$ cat src/design/refcounted_handle_table_top_macros.svh
// Assertion macros for the handle table top level.
// Expects signals named clk and rst_n in the including scope.
`ifndef REFCOUNTED_HANDLE_TABLE_TOP_MACROS_SVH
`define REFCOUNTED_HANDLE_TABLE_TOP_MACROS_SVH

// Same-cycle implication, disabled while in reset.
`define RHT_ASSERT_IMPL(lbl, ante, cons, msg) \
  lbl: assert property (@(posedge clk) disable iff (!rst_n) (ante) |-> (cons)) \
    else $error(msg);

// Next-cycle implication, disabled while in reset.
`define RHT_ASSERT_NEXT(lbl, ante, cons, msg) \
  lbl: assert property (@(posedge clk) disable iff (!rst_n) (ante) |=> (cons)) \
    else $error(msg);

`endif

$ cat src/design/rht_pkg.sv
// Shared codes, widths and state type for the reference-counted handle table.
// No dependencies.
`default_nettype none

package rht_pkg;

  localparam int REQ_W       = 3;
  localparam int STAT_W      = 3;
  localparam int DESC_W      = 32;
  localparam int HOUT_W      = 6;
  localparam int PRESET_SLOTS = 3;

  localparam logic [DESC_W-1:0] DESC_NONE = '1;

  typedef enum logic [REQ_W-1:0] {
    REQ_ADD     = 3'd0,
    REQ_GET     = 3'd1,
    REQ_ACQUIRE = 3'd2,
    REQ_CLOSE   = 3'd3,
    REQ_RETAIN  = 3'd4,
    REQ_RELEASE = 3'd5
  } rht_req_t;

  typedef enum logic [STAT_W-1:0] {
    STAT_OK        = 3'd0,
    STAT_RANGE     = 3'd1,
    STAT_NOT_LIVE  = 3'd2,
    STAT_FULL      = 3'd3,
    STAT_LIMIT     = 3'd4,
    STAT_NO_REFS   = 3'd5
  } rht_status_t;

  typedef enum logic [1:0] {
    ST_CLEAR,
    ST_IDLE,
    ST_EXEC,
    ST_SCAN
  } rht_state_t;

endpackage

`default_nettype wire

$ cat src/design/rht_slot_mem.sv
// Slot memory: one write port, one read port, registered read data.
// No dependencies.
`default_nettype none

module rht_slot_mem #(
  parameter int DEPTH = 64,
  parameter int WIDTH = 49
) (
  input  wire logic                     clk,
  input  wire logic                     we,
  input  wire logic [$clog2(DEPTH)-1:0] waddr,
  input  wire logic [WIDTH-1:0]         wdata,
  input  wire logic                     re,
  input  wire logic [$clog2(DEPTH)-1:0] raddr,
  output logic      [WIDTH-1:0]         rdata
);

  logic [WIDTH-1:0] slot_mem_r [DEPTH];
  logic [WIDTH-1:0] rdata_r;

  always_ff @(posedge clk) begin
    if (we) begin
      slot_mem_r[waddr] <= wdata;
    end
  end

  // Hold read data until the next read.
  always_ff @(posedge clk) begin
    if (re) begin
      rdata_r <= slot_mem_r[raddr];
    end
  end

  assign rdata = rdata_r;

endmodule

`default_nettype wire

$ cat src/design/refcounted_handle_table_top.sv
// Reference-counted handle table: request sequencer around the slot memory.
// Depends on rht_pkg, rht_slot_mem and refcounted_handle_table_top_macros.svh.
//
//   channel | ports                                        | direction
//   in      | in_valid/in_stall, req_type, handle, desc    | request in
//   out     | out_valid/out_stall, status, handle_out, ... | result out
//
// Every request but a reusing add is accepted with a memory read in ST_IDLE, then
// modified and written back in ST_EXEC. Once the fresh slots are used up, an add scans the
// slot memory from slot 0 in ST_SCAN, one entry per cycle, up to a free slot or the last one.
// After reset a clearing pass over every slot loads the initial slots;
// no request is taken meanwhile. A result waits in the output register while
// the next request is accepted; execution holds while that register is full and out_stall is high.
`default_nettype none
`include "refcounted_handle_table_top_macros.svh"

module refcounted_handle_table_top #(
  parameter int TABLE_SLOTS = 64,
  parameter int REF_BITS    = 16
) (
  input  wire logic                               clk,
  input  wire logic                               rst_n,
  input  wire logic                               in_valid,
  output logic                                    in_stall,
  input  wire logic        [rht_pkg::REQ_W-1:0]   in_req_type,
  input  wire logic        [15:0]                 in_handle,
  input  wire logic signed [rht_pkg::DESC_W-1:0]  in_desc_value,
  output logic                                    out_valid,
  input  wire logic                               out_stall,
  output logic             [rht_pkg::STAT_W-1:0]  out_status,
  output logic             [rht_pkg::HOUT_W-1:0]  out_handle_out,
  output logic signed      [rht_pkg::DESC_W-1:0]  out_desc_out,
  output logic                                    out_close_now,
  output logic signed      [rht_pkg::DESC_W-1:0]  out_close_desc
);

  localparam int AW      = $clog2(TABLE_SLOTS);
  localparam int PW      = $clog2(TABLE_SLOTS + 1);
  localparam int DW      = rht_pkg::DESC_W;
  localparam int ENTRY_W = 1 + DW + REF_BITS;

  rht_pkg::rht_state_t state_r, state_nxt;

  logic [AW-1:0]              clr_idx_r, clr_idx_nxt;
  logic [PW-1:0]              fresh_ptr_r, fresh_ptr_nxt;
  logic [AW-1:0]              scan_idx_r, scan_idx_nxt;
  logic [rht_pkg::REQ_W-1:0]  req_r;
  logic [AW-1:0]              slot_r;
  logic [DW-1:0]              desc_r;
  logic                       err_r;

  logic                       out_valid_r;
  logic [rht_pkg::STAT_W-1:0] status_r;
  logic [rht_pkg::HOUT_W-1:0] hout_r;
  logic [DW-1:0]              desc_out_r;
  logic                       close_now_r;
  logic [DW-1:0]              close_desc_r;

  logic                       mem_we, mem_re;
  logic [AW-1:0]              mem_waddr, mem_raddr;
  logic [ENTRY_W-1:0]         mem_wdata, rd_data;

  logic                       rd_live;
  logic [DW-1:0]              rd_desc;
  logic [REF_BITS-1:0]        rd_refs, refs_dec, refs_inc;

  logic                       in_acc, fresh_done, out_room, scan_free, scan_last, clr_last;
  logic                       req_err;

  logic                       ex_wr;
  logic [ENTRY_W-1:0]         ex_wdata;
  rht_pkg::rht_status_t       ex_status;
  logic [rht_pkg::HOUT_W-1:0] ex_hout;
  logic [DW-1:0]              ex_desc_out;
  logic                       ex_close;
  logic [DW-1:0]              ex_close_desc;

  logic                       res_load;
  rht_pkg::rht_status_t       res_status;
  logic [rht_pkg::HOUT_W-1:0] res_hout;
  logic [DW-1:0]              res_desc_out;
  logic                       res_close;
  logic [DW-1:0]              res_close_desc;
  logic [ENTRY_W-1:0]         clr_wdata;

  rht_slot_mem #(
    .DEPTH(TABLE_SLOTS),
    .WIDTH(ENTRY_W)
  ) u_slot_mem (
    .clk  (clk),
    .we   (mem_we),
    .waddr(mem_waddr),
    .wdata(mem_wdata),
    .re   (mem_re),
    .raddr(mem_raddr),
    .rdata(rd_data)
  );

  assign rd_live  = rd_data[ENTRY_W-1];
  assign rd_desc  = rd_data[REF_BITS +: DW];
  assign rd_refs  = rd_data[REF_BITS-1:0];
  assign refs_dec = (rd_refs == '0) ? '0 : rd_refs - REF_BITS'(1);
  assign refs_inc = rd_refs + REF_BITS'(1);

  assign in_acc     = in_valid && !in_stall;
  assign fresh_done = (fresh_ptr_r == PW'(TABLE_SLOTS));
  assign out_room   = !out_valid_r || !out_stall;
  assign scan_free  = !rd_live && (rd_refs == '0);
  assign scan_last  = (scan_idx_r == AW'(TABLE_SLOTS - 1));
  assign clr_last   = (clr_idx_r == AW'(TABLE_SLOTS - 1));
  assign req_err    = (in_req_type > rht_pkg::REQ_RELEASE) ||
                      ((in_req_type != rht_pkg::REQ_ADD) && (in_handle >= 16'(TABLE_SLOTS)));

  assign clr_wdata = (clr_idx_r < AW'(rht_pkg::PRESET_SLOTS)) ?
                     {1'b1, DW'(clr_idx_r), REF_BITS'(1)} : '0;

  // Modify step for a request whose slot was read in the accept cycle.
  always_comb begin
    ex_wr         = 1'b0;
    ex_wdata      = rd_data;
    ex_status     = rht_pkg::STAT_OK;
    ex_hout       = '0;
    ex_desc_out   = '0;
    ex_close      = 1'b0;
    ex_close_desc = '0;
    if (err_r) begin
      ex_status = rht_pkg::STAT_RANGE;
      if ((req_r == rht_pkg::REQ_GET) || (req_r == rht_pkg::REQ_ACQUIRE)) begin
        ex_desc_out = rht_pkg::DESC_NONE;
      end
    end else begin
      unique case (req_r)
        rht_pkg::REQ_ADD: begin
          ex_wr    = 1'b1;
          ex_wdata = {1'b1, desc_r, REF_BITS'(1)};
          ex_hout  = rht_pkg::HOUT_W'(slot_r);
        end
        rht_pkg::REQ_GET: begin
          if (!rd_live) begin
            ex_status   = rht_pkg::STAT_NOT_LIVE;
            ex_desc_out = rht_pkg::DESC_NONE;
          end else begin
            ex_desc_out = rd_desc;
          end
        end
        rht_pkg::REQ_ACQUIRE, rht_pkg::REQ_RETAIN: begin
          if (!rd_live) begin
            ex_status = rht_pkg::STAT_NOT_LIVE;
            if (req_r == rht_pkg::REQ_ACQUIRE) ex_desc_out = rht_pkg::DESC_NONE;
          end else if (rd_refs == '1) begin
            ex_status = rht_pkg::STAT_LIMIT;
            if (req_r == rht_pkg::REQ_ACQUIRE) ex_desc_out = rht_pkg::DESC_NONE;
          end else begin
            ex_wr    = 1'b1;
            ex_wdata = {rd_live, rd_desc, refs_inc};
            if (req_r == rht_pkg::REQ_ACQUIRE) ex_desc_out = rd_desc;
          end
        end
        rht_pkg::REQ_CLOSE: begin
          if (!rd_live) begin
            ex_status = rht_pkg::STAT_NOT_LIVE;
          end else begin
            ex_wr = 1'b1;
            if (refs_dec == '0) begin
              ex_wdata      = {1'b0, rht_pkg::DESC_NONE, REF_BITS'(0)};
              ex_close      = 1'b1;
              ex_close_desc = rd_desc;
            end else begin
              ex_wdata = {1'b0, rd_desc, refs_dec};
            end
          end
        end
        rht_pkg::REQ_RELEASE: begin
          if (rd_refs == '0) begin
            ex_status = rht_pkg::STAT_NO_REFS;
          end else begin
            ex_wr = 1'b1;
            if (refs_dec == '0) begin
              ex_wdata      = {1'b0, rht_pkg::DESC_NONE, REF_BITS'(0)};
              ex_close      = 1'b1;
              ex_close_desc = rd_desc;
            end else begin
              ex_wdata = {rd_live, rd_desc, refs_dec};
            end
          end
        end
        default: begin
          ex_status = rht_pkg::STAT_RANGE;
        end
      endcase
    end
  end

  // Next state.
  always_comb begin
    state_nxt = state_r;
    unique case (state_r)
      rht_pkg::ST_CLEAR: begin
        if (clr_last) state_nxt = rht_pkg::ST_IDLE;
      end
      rht_pkg::ST_IDLE: begin
        if (in_valid) begin
          if (in_req_type == rht_pkg::REQ_ADD && fresh_done) begin
            state_nxt = rht_pkg::ST_SCAN;
          end else begin
            state_nxt = rht_pkg::ST_EXEC;
          end
        end
      end
      rht_pkg::ST_EXEC: begin
        if (out_room) state_nxt = rht_pkg::ST_IDLE;
      end
      rht_pkg::ST_SCAN: begin
        if ((scan_free || scan_last) && out_room) state_nxt = rht_pkg::ST_IDLE;
      end
      default: state_nxt = rht_pkg::ST_IDLE;
    endcase
  end

  // Memory control and result selection.
  always_comb begin
    in_stall       = 1'b1;
    mem_we         = 1'b0;
    mem_waddr      = slot_r;
    mem_wdata      = ex_wdata;
    mem_re         = 1'b0;
    mem_raddr      = in_handle[AW-1:0];
    res_load       = 1'b0;
    res_status     = ex_status;
    res_hout       = ex_hout;
    res_desc_out   = ex_desc_out;
    res_close      = ex_close;
    res_close_desc = ex_close_desc;
    unique case (state_r)
      rht_pkg::ST_CLEAR: begin
        mem_we    = 1'b1;
        mem_waddr = clr_idx_r;
        mem_wdata = clr_wdata;
      end
      rht_pkg::ST_IDLE: begin
        in_stall = 1'b0;
        mem_re   = in_valid;
        if (in_req_type == rht_pkg::REQ_ADD) mem_raddr = '0;
      end
      rht_pkg::ST_EXEC: begin
        if (out_room) begin
          res_load = 1'b1;
          mem_we   = ex_wr;
        end
      end
      rht_pkg::ST_SCAN: begin
        res_desc_out   = '0;
        res_close      = 1'b0;
        res_close_desc = '0;
        res_hout       = '0;
        if (scan_free) begin
          res_status = rht_pkg::STAT_OK;
          res_hout   = rht_pkg::HOUT_W'(scan_idx_r);
          if (out_room) begin
            res_load  = 1'b1;
            mem_we    = 1'b1;
            mem_waddr = scan_idx_r;
            mem_wdata = {1'b1, desc_r, REF_BITS'(1)};
          end
        end else if (scan_last) begin
          res_status = rht_pkg::STAT_FULL;
          res_load   = out_room;
        end else begin
          // Advance the scan read to the next slot.
          mem_re    = 1'b1;
          mem_raddr = scan_idx_r + AW'(1);
        end
      end
      default: begin
        in_stall = 1'b1;
      end
    endcase
  end

  always_comb begin
    clr_idx_nxt   = clr_idx_r;
    fresh_ptr_nxt = fresh_ptr_r;
    scan_idx_nxt  = scan_idx_r;
    if (state_r == rht_pkg::ST_CLEAR) clr_idx_nxt = clr_idx_r + AW'(1);
    if (in_acc) begin
      scan_idx_nxt = '0;
      if (in_req_type == rht_pkg::REQ_ADD && !fresh_done) begin
        fresh_ptr_nxt = fresh_ptr_r + PW'(1);
      end
    end else if (state_r == rht_pkg::ST_SCAN && mem_re) begin
      scan_idx_nxt = scan_idx_r + AW'(1);
    end
  end

  always_ff @(posedge clk) begin
    if (!rst_n) begin
      state_r     <= rht_pkg::ST_CLEAR;
      clr_idx_r   <= '0;
      fresh_ptr_r <= PW'(rht_pkg::PRESET_SLOTS);
      scan_idx_r  <= '0;
      out_valid_r <= 1'b0;
    end else begin
      state_r     <= state_nxt;
      clr_idx_r   <= clr_idx_nxt;
      fresh_ptr_r <= fresh_ptr_nxt;
      scan_idx_r  <= scan_idx_nxt;
      if (res_load) begin
        out_valid_r <= 1'b1;
      end else if (!out_stall) begin
        out_valid_r <= 1'b0;
      end
    end
  end

  // Capture the request; the slot is the handle or the next fresh slot.
  always_ff @(posedge clk) begin
    if (in_acc) begin
      req_r  <= in_req_type;
      desc_r <= in_desc_value;
      err_r  <= req_err;
      if (in_req_type == rht_pkg::REQ_ADD) begin
        slot_r <= fresh_ptr_r[AW-1:0];
      end else begin
        slot_r <= in_handle[AW-1:0];
      end
    end
  end

  always_ff @(posedge clk) begin
    if (res_load) begin
      status_r     <= res_status;
      hout_r       <= res_hout;
      desc_out_r   <= res_desc_out;
      close_now_r  <= res_close;
      close_desc_r <= res_close_desc;
    end
  end

  assign out_valid      = out_valid_r;
  assign out_status     = status_r;
  assign out_handle_out = hout_r;
  assign out_desc_out   = desc_out_r;
  assign out_close_now  = close_now_r;
  assign out_close_desc = close_desc_r;

  `RHT_ASSERT_IMPL(a_fresh_bound, 1'b1, fresh_ptr_r <= PW'(TABLE_SLOTS), "fresh pointer overran")
  `RHT_ASSERT_IMPL(a_idle_no_write, state_r == rht_pkg::ST_IDLE, !mem_we, "write while idle")
  `RHT_ASSERT_IMPL(a_scan_full, state_r == rht_pkg::ST_SCAN, fresh_done, "scan with fresh slots")
  `RHT_ASSERT_NEXT(a_scan_step, state_r == rht_pkg::ST_SCAN && mem_re, scan_idx_r == $past(scan_idx_r) + AW'(1), "scan skipped a slot")

endmodule

`default_nettype wire
$ cat config.mk
export PLATFORM = sky130hd
export DESIGN_NAME = refcounted_handle_table_top
export DESIGN_NICKNAME = d
export VERILOG_FILES = /design/src/design/rht_pkg.sv /design/src/design/rht_slot_mem.sv /design/src/design/refcounted_handle_table_top.sv
export VERILOG_INCLUDE_DIRS = /design/src /design/src/design
export SDC_FILE = /design/constraint.sdc
export NUM_CORES = 2
export LEC_CHECK = 0
export BUFFER_PORTS_ARGS = -buffer_cell sky130_fd_sc_hd__buf_2
export CORE_ASPECT_RATIO = 1.25
export CORE_UTILIZATION = 51
export DETAILED_ROUTE_END_ITERATION = 8
export PLACE_DENSITY = 0.67
export SYNTH_ARGS = -nofsm -noshare
export SYNTH_HDL_FRONTEND = slang
export SYNTH_HIERARCHICAL = 1
export SYNTH_SLANG_ARGS = --single-unit
$ cat constraint.sdc
create_clock -name clk -period 9 [get_ports clk]
set_input_delay 0.45 -clock clk [delete_from_list [all_inputs] [get_ports clk]]
set_output_delay 0.45 -clock clk [all_outputs]
set_load 0.02 [all_outputs]
Word level (Yosys, flattened, before mapping). Memories as Yosys holds them, arrays and structs flattened. A register that Yosys moved wholly into a read port is not among the register bits. Cells that the tools add are included.

Flip-flop bits (word level): 138. RAM bits: 3136. Bits of input ports: 55. Memories kept: 1.

Memory list: u_slot_mem.slot_mem_r (words 64, bits a word 49, rd ports 1, clocked after Yosys merged registers in 1, wr ports 1, line rht_slot_mem.sv:18) `logic [WIDTH-1:0] slot_mem_r [DEPTH];`.

Add/sub/neg operators: 5. Magnitude comparators: 3. Equal/unequal tests: 17. Muxes and demuxes: 77. Bitwise logic cells: 1. Reduce and logical (&&, ||, !) cells: 27.

Operators with widths (count): $mux W49 (7); $mux W32 (10); $pmux W49 S4 (1); $pmux W32 S2 (2); $pmux W49 S2 (1); $mux W48 (2); $mux W6 (10); $logic_not A16 Y1 (2); $mux W16 (2); $pmux W6 S2 (2); $mux W1 (21); $mux W3 (7); $add A16 B1 Y16 const B (1); $eq A16 B16 Y1 const B (1); $ge A16 B7 Y1 const B (1); $sub A16 B1 Y16 const B (1); $add A6 B1 Y6 const B (2); $eq A6 B6 Y1 const B (2); $pmux W3 S4 (1); $mux W2 (5); $ne A2 B2 Y1 const B (4); $pmux W2 S4 (1); $reduce_or A2 Y1 (4); $add A7 B1 Y7 const B (1); 21 further kinds (39).

Depth between registers and ports, before layout.
Depth after elaboration: 10. Gate-level depth with buffers: 21.

Hierarchy. Netlist, hierarchy kept.

Modules (own cells, without submodules): rht_slot_mem (instances 1, cells each 5282, area an instance 120459.3 sq um, sequential area each 95641.7 sq um); refcounted_handle_table_top (instances 1, cells each 897, area an instance 8469.4 sq um, sequential area each 3923.8 sq um).

Least setup slack after synthesis. No wires, ideal clock.

Path type: register to register. Start: register u_slot_mem.rdata_r[0] (netlist: u_slot_mem/rdata[0]), read port of u_slot_mem.slot_mem_r. End: memory u_slot_mem.slot_mem_r[32][0] (enable). Library setup time: 516 ps. Arrival time: 6129 ps. Required time: 8484 ps. Path slack: 2355 ps. Stages on the path, launching flop included: 13. Path buffers: 4. Clock period less this slack: 6645 ps. Path through: edfxtp_1 -> buf_2 -> inv_1 -> ha_1 -> clkbuf_1 -> nand4_2 -> nor4b_2 -> clkbuf_1 -> a22o_1 -> a221o_1 -> clkbuf_1 -> nand4b_1 -> nor3_1.

RTL lines: start: declaration (line rht_slot_mem.sv:19) `logic [WIDTH-1:0] rdata_r;`; $logic_not A16 Y1 (line refcounted_handle_table_top.sv:108) `assign scan_free = !rd_live && (rd_refs == '0);`; $logic_and A1 B1 Y1 (line refcounted_handle_table_top.sv:108); $mux W6 (line refcounted_handle_table_top.sv:256) `if (scan_free) begin`; $pmux W6 S2 (line refcounted_handle_table_top.sv:234) `unique case (state_r)`; via mem_waddr[5] (line refcounted_handle_table_top.sv:60) `logic [AW-1:0] mem_waddr, mem_raddr;`; end: declaration (line rht_slot_mem.sv:18).

The timed path passes the listed nets, and every way through them passes these cells.

Worst setup path after layout.
Start: register req_r[2] in the netlist's numbering. End: memory u_slot_mem.slot_mem_r[45][16] (enable).

Word-level cells in the longest chain between the ends: 8.

RTL lines: start: declaration (line refcounted_handle_table_top.sv:47) `logic [rht_pkg::REQ_W-1:0] req_r;`; start signal: assignment (line refcounted_handle_table_top.sv:318) `req_r <= in_req_type;`; $eq A3 B2 Y1 / $eq A3 B3 Y1 (equally long branches) (line refcounted_handle_table_top.sv:132) `unique case (req_r)`; $reduce_or A2 Y1 (line refcounted_handle_table_top.sv:132); $pmux W1 S4 * (line refcounted_handle_table_top.sv:132); $mux W1 * (line refcounted_handle_table_top.sv:126) `if (err_r) begin`; $mux W1 * (line refcounted_handle_table_top.sv:246) `if (out_room) begin`; $pmux W1 S3 * (line refcounted_handle_table_top.sv:234); via mem_we (line refcounted_handle_table_top.sv:59) `logic mem_we, mem_re;`; $mux W1 * (line rht_slot_mem.sv:22) `if (we) begin`; $mux W1 (not written as such) * (line rht_slot_mem.sv:23) `slot_mem_r[waddr] <= wdata;`.

Mark *: on every way through the listed nets, which the timed path passes. The rest lies on a longest branch.

==> flow_metrics.py <==
metrics = {
    "run_status": {
        "status": "finished, final reports clean",
    },
    "synthesis": {
        "synth_area_leaders": "edfxtp_1 (77%), mux4_2 (13%), nand2_1 (0.77%), a22oi_1 (0.76%), mux2i_1 (0.64%)",
        "syn_inst": 6179,
        "ys_async_sr_fraction": 0,
        "synth_top_cell_by_area": "edfxtp_1",
        "synth_nets": 6244,
        "yosysSeqAreaShare": 0.772,
        "yosys_warnings": 6,
        "synth_area_sq_um": 129000,
        "synth.distinct_cells": 85,
        "ys.flop_type": "edfxtp_1",
        "synth-edff-count": 3301,
        "ys_ff_latch": 3323,
        "avgSynthCellArea_sq_um": 20.9,
        "synth_top_area_frac": 0.769,
    },
    "die": {
        "start_util": 0.513,
        "core-area_sq_um": 252000,
        "die_x_um": 452,
        "die_height_um": 564,
        "io_pins": 131,
        "rows": 206,
        "dieArea_sq_um": 255000,
    },
    "layout": {
        "drive_gt1_frac": 0.251,
        "finish.utilization": 0.577,
        "final_common_cell": "edfxtp_1",
        "layout.cells.non_filler": 10100,
        "nNetsFinal": 6576,
        "syn_to_final_growth_pct": 12.6,
        "most-common-layout-cells": "edfxtp_1 (3301), mux4_2 (743), clkbuf_16 (321), nand2_1 (254), buf_4 (201)",
    },
    "clocking": {
        "numCtsBuffers": 310,
        "cts.sinks": 3323,
        "insertion_delay_ns": 0.88,
        "cts_buffer_depth": 4,
        "cts_max_level": 5,
        "clk_pin_slew_worst_paths_ns": 0.06,
        "cts_root_buffer": "clkbuf_16",
        "tritoncts": "built",
    },
    "detailed_routing": {
        "wl_per_cell_um": 36.7,
        "via_count": 68400,
        "drtIter0Drc": 10600,
        "dr.pass1.iters": 9,
        "drc": 0,
        "viasPerCell": 6.79,
        "drt-total-wl_um": 370000,
        "postRouteAntennaNets": 0,
    },
    "pwr": {
        "vdd_drop_max_uv": 228,
        "cellLeakagePower_nw": 45.3,
        "power.total_mw": 35.0,
        "power.density_nw_per_um2": 241,
    },
    "global_route": {
        "grt-ovfl-total": 0,
        "grt_usage": 0.289,
        "antenna_found_initial": 12,
        "grt_pass1_wl_um": 516000,
        "grt_max_degree": 107,
        "first_global_vias": 67000,
    },
    "timing": {
        "hold_viol_final": 0,
        "timing.final.crit_share": 0.730,
        "grt_setup_unrepaired": "false",
        "timing.fmax_mhz": 152,
        "maxSlewViolCount": 0,
        "timing.final.ws_setup_ns": 2.43,
        "skew_ns": 0.0615,
        "relSlewSlack": 0.0434,
        "worst_pin_slew_ns": 1.43,
        "fin_tns_setup_ns": 0,
        "post-route-min-period_ns": 6.57,
        "setup_viol": 0,
    },
    "hold_path": {
        "hold_path_class": "primary input to register",
    },
    "setup_path": {
        "worstSetupStartpointType": "register",
        "cp_max_fo": 29,
        "cp.required_ns": 9.47,
        "worst-endpoint-arrival_ns": 7.03,
        "criticalPathCategory": "register to register",
        "endpoint_kind": "register",
    },
    "placement": {
        "portBuffers": 130,
        "place_hpwl_um": 210000,
        "dp_slack_ns": 2.65,
        "globalplace.congestion": 0.892,
        "place_inst": 9480,
    },
    "job": {
        "cap_violations": 0,
    },
}
## power by group
part | total (mW) | internal, mW | switching, mW
clock network | 12.8 | 7.17 | 5.59
logic | 3.68 | 0.921 | 2.76
registers | 18.6 | 18.4 | 0.205
## cells in the mapped netlist (27+ instances only)
master    number
o221ai_1      80
mux4_2       743
nand2_1      264
a211oi_1      74
nor3_1        27
buf_2        117
o22ai_1       88
buf_1         33
and3_1        49
nand4_1       89
nand3_1       99
clkbuf_1     174
mux2i_1       83
a311oi_1      28
and2_1        61
o21a_1        30
buf_4         31
a22oi_1      131
nor2b_1       33
o21ai_0       38
edfxtp_1    3301
nor2_1       182
a21oi_1      116
## repair_timing
action	in CTS	in global routing
setup buffers	0	0
hold endpoints to repair	48	0
gates resized for setup	0	0
hold buffers	46	0
## final timing paths
kind | start | slack [ns] | cells past startpoint | end
setup reg to reg | req_r[2] | 2.43 | 10 | u_slot_mem/slot_mem_r[45][16]
hold reg to reg | fresh_ptr_r[6] | 0.54 | 2 | fresh_ptr_r[6]
setup / recovery | req_r[2] | 2.43 | 10 | u_slot_mem/slot_mem_r[45][16]
hold / removal | in_valid | 0.19 | 5 | state_r[1]
## cells by family (layout without fill, tap and decap cells)
group	Yosys count	in the layout	share of synthesized area
buffers and inverters	397	967	0.0151
AOI/OAI and AO/OA	689	689	0.0382
other	0	2	0
DFF	3323	3323	0.772
muxes	837	837	0.137
and+or+nand+nor	902	902	0.0349
adders and majority gates	10	10	0.000970
xor gates and xnor gates	21	21	0.00143
## registers in the layout, summed over array words and instances, names as in the netlist
signal,flops
desc_r,32
req_r,3
out_close_desc,32
state_r,2
out_close_now,1
out_handle_out,6
u_slot_mem/slot_mem_r,3136
slot_r,6
fresh_ptr_r,7
out_valid,1
err_r,1
scan_idx_r,6
out_desc_out,32
out_status,3
clr_idx_r,6
u_slot_mem/rdata,49
## metrics by stage
step	hold slack, ns	area [sq um]
after global placement	0.489	135000
final	0.189	145000
after detailed placement	0.529	135000
after CTS	0.138	145000
after global routing	0.170	145000
after floorplan	0.471	129000
## routing by layer
| metal | up-vias | track usage | part of all wire |
|---|---|---|---|
| met4 | 2 | 0.122 | 0.047 |
| li1 | 26600 | - | - |
| met2 | 4595 | 0.464 | 0.48 |
| met3 | 782 | 0.0630 | 0.11 |
| met1 | 36400 | 0.387 | 0.36 |
| met5 | - | 0 | 0.000043 |
## critical path, stage by stage (launching register included)
cell      delay [ns]
edfxtp_1        0.85
nor2b_1         0.20
nor2b_1         0.23
or2_2           0.55
nor3b_1         0.67
a21oi_1         0.19
o22ai_1         0.57
nor2b_1         0.34
nand3_1         0.61
nor2_4          1.24
buf_4           0.63
## layout make-up
| cell class | count | area (sq um) |
|---|---|---|
| clock buffers | 395 | 8310 |
| flip-flops and latches | 3323 | 99600 |
| inverters | 16 | 61.3 |
| multi-input cells | 2459 | 28600 |
| repair buffers | 401 | 3110 |
| clock inverters | 155 | 1340 |
| well taps | 3328 | 4160 |
| fillers | 18100 | 106000 |
| diodes | 2 | 5.00 |
(Power assumes the default switching activity.)
